**src/design/amvm_pkg.sv**
```systemverilog
// Shared constants, types and command struct for the AM voice modem FIR block.
// No dependencies; used by amvm_ctrl, amvm_dp and am_voice_modem_fir_top.
`default_nettype none
package amvm_pkg;

  localparam int TAPS  = 64;
  localparam int IDX_W = (TAPS > 4) ? $clog2(TAPS) : 2;
  localparam int ACC_W = 32 + IDX_W;

  localparam logic [1:0]  PH_POS   = 2'd0;
  localparam logic [1:0]  PH_NEG   = 2'd2;
  localparam logic        OP_PROC  = 1'b0;
  localparam logic        OP_LOAD  = 1'b1;
  localparam logic        FIL_BP   = 1'b0;
  localparam logic        FIL_LP   = 1'b1;
  localparam logic [15:0] VOL_RST  = 16'd32768;

  typedef struct packed {
    logic             take;     // sample beat accepted
    logic             hist_wr;  // push filter input into selected history
    logic             acc_clr;
    logic             issue;    // read one tap/history pair
    logic [IDX_W-1:0] k;
    logic             sel;      // filter selected for this pass
    logic             sat;      // store saturated filter result
    logic             mul;      // post-filter multiply
    logic             fin;      // load output code
  } cmd_t;

endpackage
`default_nettype wire

```
**src/design/amvm_ctrl.sv**
```systemverilog
// Controller state machine: sequences history push, MAC sweep, drain and post-scaling.
// Depends on amvm_pkg; commands amvm_dp.
`default_nettype none
module amvm_ctrl (
  input  wire logic           clk_i,
  input  wire logic           rst_ni,
  input  wire logic           in_valid_i,
  input  wire logic           op_i,
  input  wire logic           transmit_i,
  output logic                in_stall_o,
  output logic                load_o,
  input  wire logic           out_stall_i,
  output logic                out_valid_o,
  output amvm_pkg::cmd_t      cmd_o
);

  localparam int IW = amvm_pkg::IDX_W;

  typedef enum logic [6:0] {
    S_IDLE  = 7'b0000001,
    S_HWR   = 7'b0000010,
    S_MAC   = 7'b0000100,
    S_DRAIN = 7'b0001000,
    S_SAT   = 7'b0010000,
    S_MUL   = 7'b0100000,
    S_FIN   = 7'b1000000
  } state_e;

  state_e        state_q, state_d;
  logic [IW-1:0] k_q, k_d;
  logic          sel_q, sel_d, ov_q, ov_d;
  logic          acc;
  logic          fin_ok;

  assign acc    = in_valid_i && (state_q == S_IDLE);
  assign fin_ok = !ov_q || !out_stall_i;

  always_comb begin
    state_d = state_q;
    k_d     = k_q;
    sel_d   = sel_q;
    ov_d    = ov_q && out_stall_i;
    cmd_o   = '0;
    cmd_o.k   = k_q;
    cmd_o.sel = sel_q;
    unique case (state_q)
      S_IDLE: begin
        if (acc && op_i == amvm_pkg::OP_PROC) begin
          cmd_o.take = 1'b1;
          sel_d   = transmit_i ? amvm_pkg::FIL_BP : amvm_pkg::FIL_LP;
          state_d = S_HWR;
        end
      end
      S_HWR: begin
        cmd_o.hist_wr = 1'b1;
        cmd_o.acc_clr = 1'b1;
        k_d     = '0;
        state_d = S_MAC;
      end
      S_MAC: begin
        cmd_o.issue = 1'b1;
        k_d = k_q + 1'b1;
        if (k_q == IW'(amvm_pkg::TAPS - 1)) begin
          k_d     = '0;
          state_d = S_DRAIN;
        end
      end
      S_DRAIN: begin
        k_d = k_q + 1'b1;
        if (k_q == IW'(2)) state_d = S_SAT;
      end
      S_SAT: begin
        cmd_o.sat = 1'b1;
        if (sel_q == amvm_pkg::FIL_LP) begin
          sel_d   = amvm_pkg::FIL_BP;
          state_d = S_HWR;
        end else begin
          state_d = S_MUL;
        end
      end
      S_MUL: begin
        cmd_o.mul = 1'b1;
        state_d   = S_FIN;
      end
      S_FIN: begin
        if (fin_ok) begin
          cmd_o.fin = 1'b1;
          ov_d      = 1'b1;
          state_d   = S_IDLE;
        end
      end
      default: state_d = S_IDLE;
    endcase
  end

  always_ff @(posedge clk_i or negedge rst_ni) begin
    if (!rst_ni) begin
      state_q <= S_IDLE;
      k_q     <= '0;
      sel_q   <= amvm_pkg::FIL_BP;
      ov_q    <= 1'b0;
    end else begin
      state_q <= state_d;
      k_q     <= k_d;
      sel_q   <= sel_d;
      ov_q    <= ov_d;
    end
  end

  assign in_stall_o  = (state_q != S_IDLE);
  assign load_o      = acc && op_i == amvm_pkg::OP_LOAD;
  assign out_valid_o = ov_q;

endmodule
`default_nettype wire

```
**config.mk**
```make
export PLATFORM = sky130hd
export DESIGN_NAME = amvm_ctrl
export DESIGN_NICKNAME = d
export VERILOG_FILES = /design/src/design/amvm_pkg.sv /design/src/design/amvm_ctrl.sv
export SDC_FILE = /design/constraint.sdc
export NUM_CORES = 1
export LEC_CHECK = 0
export BUFFER_PORTS_ARGS = -buffer_cell sky130_fd_sc_hd__buf_2
export CORE_AREA = 2 2 45 47
export CTS_CLUSTER_SIZE = 24
export DETAILED_ROUTE_END_ITERATION = 8
export DIE_AREA = 0 0 47 49
export GPL_TIMING_DRIVEN = 0
export PLACE_DENSITY = 0.75
export SLEW_MARGIN = 20
export SYNTH_ARGS = -nofsm -noshare
export SYNTH_HDL_FRONTEND = slang
export SYNTH_SLANG_ARGS = --single-unit
export TNS_END_PERCENT = 30
```
**constraint.sdc**
```tcl
create_clock -name clk_i -period 4.45 [get_ports clk_i]
set_clock_uncertainty 0.05 [all_clocks]
set_input_delay 0.89 -clock clk_i [delete_from_list [all_inputs] [get_ports clk_i]]
set_output_delay 0.89 -clock clk_i [all_outputs]
set_load 0.02 [all_outputs]
```
==> impl_metrics.ini <==
[detailed_routing]
vias = 860
drc = 0
viasPerCell = 5.51
wl_um = 1960
wl_per_cell_um = 12.5
firstDrtPassIters = 4
drt_iter0_drc = 15
final_antenna_net_count = 0

[setup_path]
path_class = flop to output pin
rr_worst_depth = 5
start_kind = flop
critPathBufInv = 3
slowest_stage = nor4_4
crit_cells = 5
path_max_fanout = 9
cp-end-kind = output pin
slowest_delay_ns = 0.40
crit_arrival_ns = 1.78
required_ns = 3.51
path_delay_family = simple AND/OR/NAND/NOR gates
crit_path_cell_trace = clkbuf_1 > nor4_4 > and3_1 > buf_4 > buf_2

[cells_and_area]
nets = 138
n_antenna_cell = 0
area_growth_pct = 18.4
final_core_util = 0.594
drive_gt1_frac = 0.279

[sta]
timing.final.crit_share = 0.612
setup_viol = 0
fmax_mhz = 367
rsz0062_at_grt = false
tns_ns = 0
hold_viol = 0
slew_headroom = 0.704
worst_pin_slew_ns = 0.444
slew_violations = 0
post-route-min-period_ns = 2.72

[placed_design]
place_hpwl_um = 1450
portBuffers = 22
gp_congestion = 0.754

[flow_run]
drv_cap = 0

[floorplanning]
initial_core_util = 0.502
row_count = 16
die_width_um = 47
die_h_um = 49
ioPinCount = 23
core_mm2 = 0.00184
die-area_mm2 = 0.00230

[cts]
clock-root-buffer = clkbuf_4
cts_max_level = 1
hold_buffers = 0
clock_path_buffers = 2
ctsResizeCount = 0
cts_made_buffers = 3
cts_tree = done
clk_latency_ns = 0.29
cts.clk_slew.worst_paths_ns = 0.09
cts_sinks = 15
cts_setup_buffers = 0

[global_routing]
grt_max_degree = 16
grt_usage = 0.208
grt_remaining_overflow = 0
grt_antenna_before_repair = 0
grt_pass1_wl_um = 3520
grt_pass1_vias = 848

[power]
finalPower_uw = 481
power_switching_uw = 201
clockPowerShare = 0.169
seqPwrFrac = 0.400
combPwrFrac = 0.431
internal-power_uw = 280
sw_frac_of_total = 0.418
powerDensity_mw_per_mm2 = 440
vdd_ir_drop_max_mv = 0.286
leakage_nw = 0.566

[yosys]
ys_seq_area_frac = 0.407
synthTopCellsByArea = dfrtp_1 38%, and3_1 6.1%, nor4_4 4.6%
yosysWarnings = 0
yosysTopAreaCellShare = 0.379
synth_seq_cells = 15
ys_types = 39
netlist_area_um2 = 925
syn-instance-count = 103
yosysTopAreaCell = dfrtp_1
syn_area_per_cell_um2 = 8.98
synthesis.nets = 111

[status]
status = finished, final reports clean

[hold_path]
hp-class = input pin to asynchronous set/reset pin
synthesized netlist by cell type (all sizes together):
cell,count
a32o,1
dfstp,1
o21ai,6
nand3,1
a32oi,1
buf,4
or3,1
o2111ai,1
nand2,10
o41ai,1
a221oi,1
nor4,3
o211ai,2
dfrtp,14
nor2,10
nand4,1
and2b,1
a31oi,3
nor3,3
inv,4
nand2b,6
a21oi,5
nor3b,1
or2,2
a22oi,1
nor2b,2
xor2,2
ha,2
and3,10
a41oi,1
clkbuf,1
xnor2,1
per-layer routing:
layer / part of all wire / up-vias / track usage
met5: 0 / - / 0
met4: 0.023 / 0 / 0.111
met3: 0.032 / 6 / 0.0222
met2: 0.50 / 20 / 0.315
met1: 0.44 / 411 / 0.282
li1: - / 423 / -
metrics by stage:
step / setup WS (ns) / area [um^2] / cells / hold slack [ns]
2_1_floorplan: 2.12 / 925 / 103 / 0.394
3_3_place_gp: 2.07 / 1070 / 152 / 0.416
3_5_place_dp: 2.05 / 1070 / 152 / 0.433
4_1_cts: 1.72 / 1090 / 156 / 0.447
5_1_grt: 1.59 / 1090 / 156 / 0.462
6_report: 1.73 / 1090 / 156 / 0.439
placed cells by master, fill, tap and decap left out, types with 2 or more instances in the layout:
cell,count
nand2_1,10
a21oi_1,5
o21ai_1,4
nor2b_1,2
clkbuf_4,3
and3_1,9
buf_4,2
clkbuf_1,2
inv_1,3
a31oi_1,3
nor3_1,3
nor4_4,2
nand2b_1,6
xor2_1,2
buf_2,24
nor2_1,10
ha_1,2
dfrtp_1,14
o21ai_0,2
area by class of cell:
type	instances	area, um^2
Sequential cell	15	377
Tap cell	27	33.8
Timing Repair Buffer	22	110
Inverter	4	15.0
Multi-Input combinational cell	79	504
Clock buffer	4	26.3
Buffer	5	28.8
Fill cell	185	747
state kept, by name, summed over array words and instances, names as in the netlist:
| register | count |
|---|---|
| k_q | 6 |
| state_q | 7 |
| out_valid_o | 1 |
| sel_q | 1 |
power groups by stage:
stage                     Sequential, mW  Combinational (mW)  Clock (mW)
after floorplan                    0.200               0.145           0
after global placement             0.193               0.204           0
after detailed placement           0.195               0.208           0
after CTS                          0.193               0.209      0.0838
after global routing               0.198               0.233      0.0911
final                              0.193               0.208      0.0811
final timing paths:
| check | from | endpoint | slack, ns |
|---|---|---|---|
| setup / recovery | state_q[4] | cmd_o[12] | 1.73 |
| hold / removal | rst_ni | k_q[4] | 0.44 |
| setup reg to reg | k_q[0] | k_q[2] | 2.56 |
| hold reg to reg | sel_q | state_q[5] | 0.44 |
| max in group asynchronous | rst_ni | state_q[0] | 3.61 |
| min in group clk_i | sel_q | state_q[5] | 0.44 |
kinds of logic (layout without fill, tap and decap cells):
kind of cell,Yosys count,after routing,synth area share
DFF,15,15,0.407
xor gates and xnor gates,3,3,0.0284
and+or+nand+nor,51,51,0.322
buffers and inverters,9,35,0.0473
AOI/OAI and AO/OA,23,23,0.168
adders and majority gates,2,2,0.0271
Power figures use the tool's default switching activity.
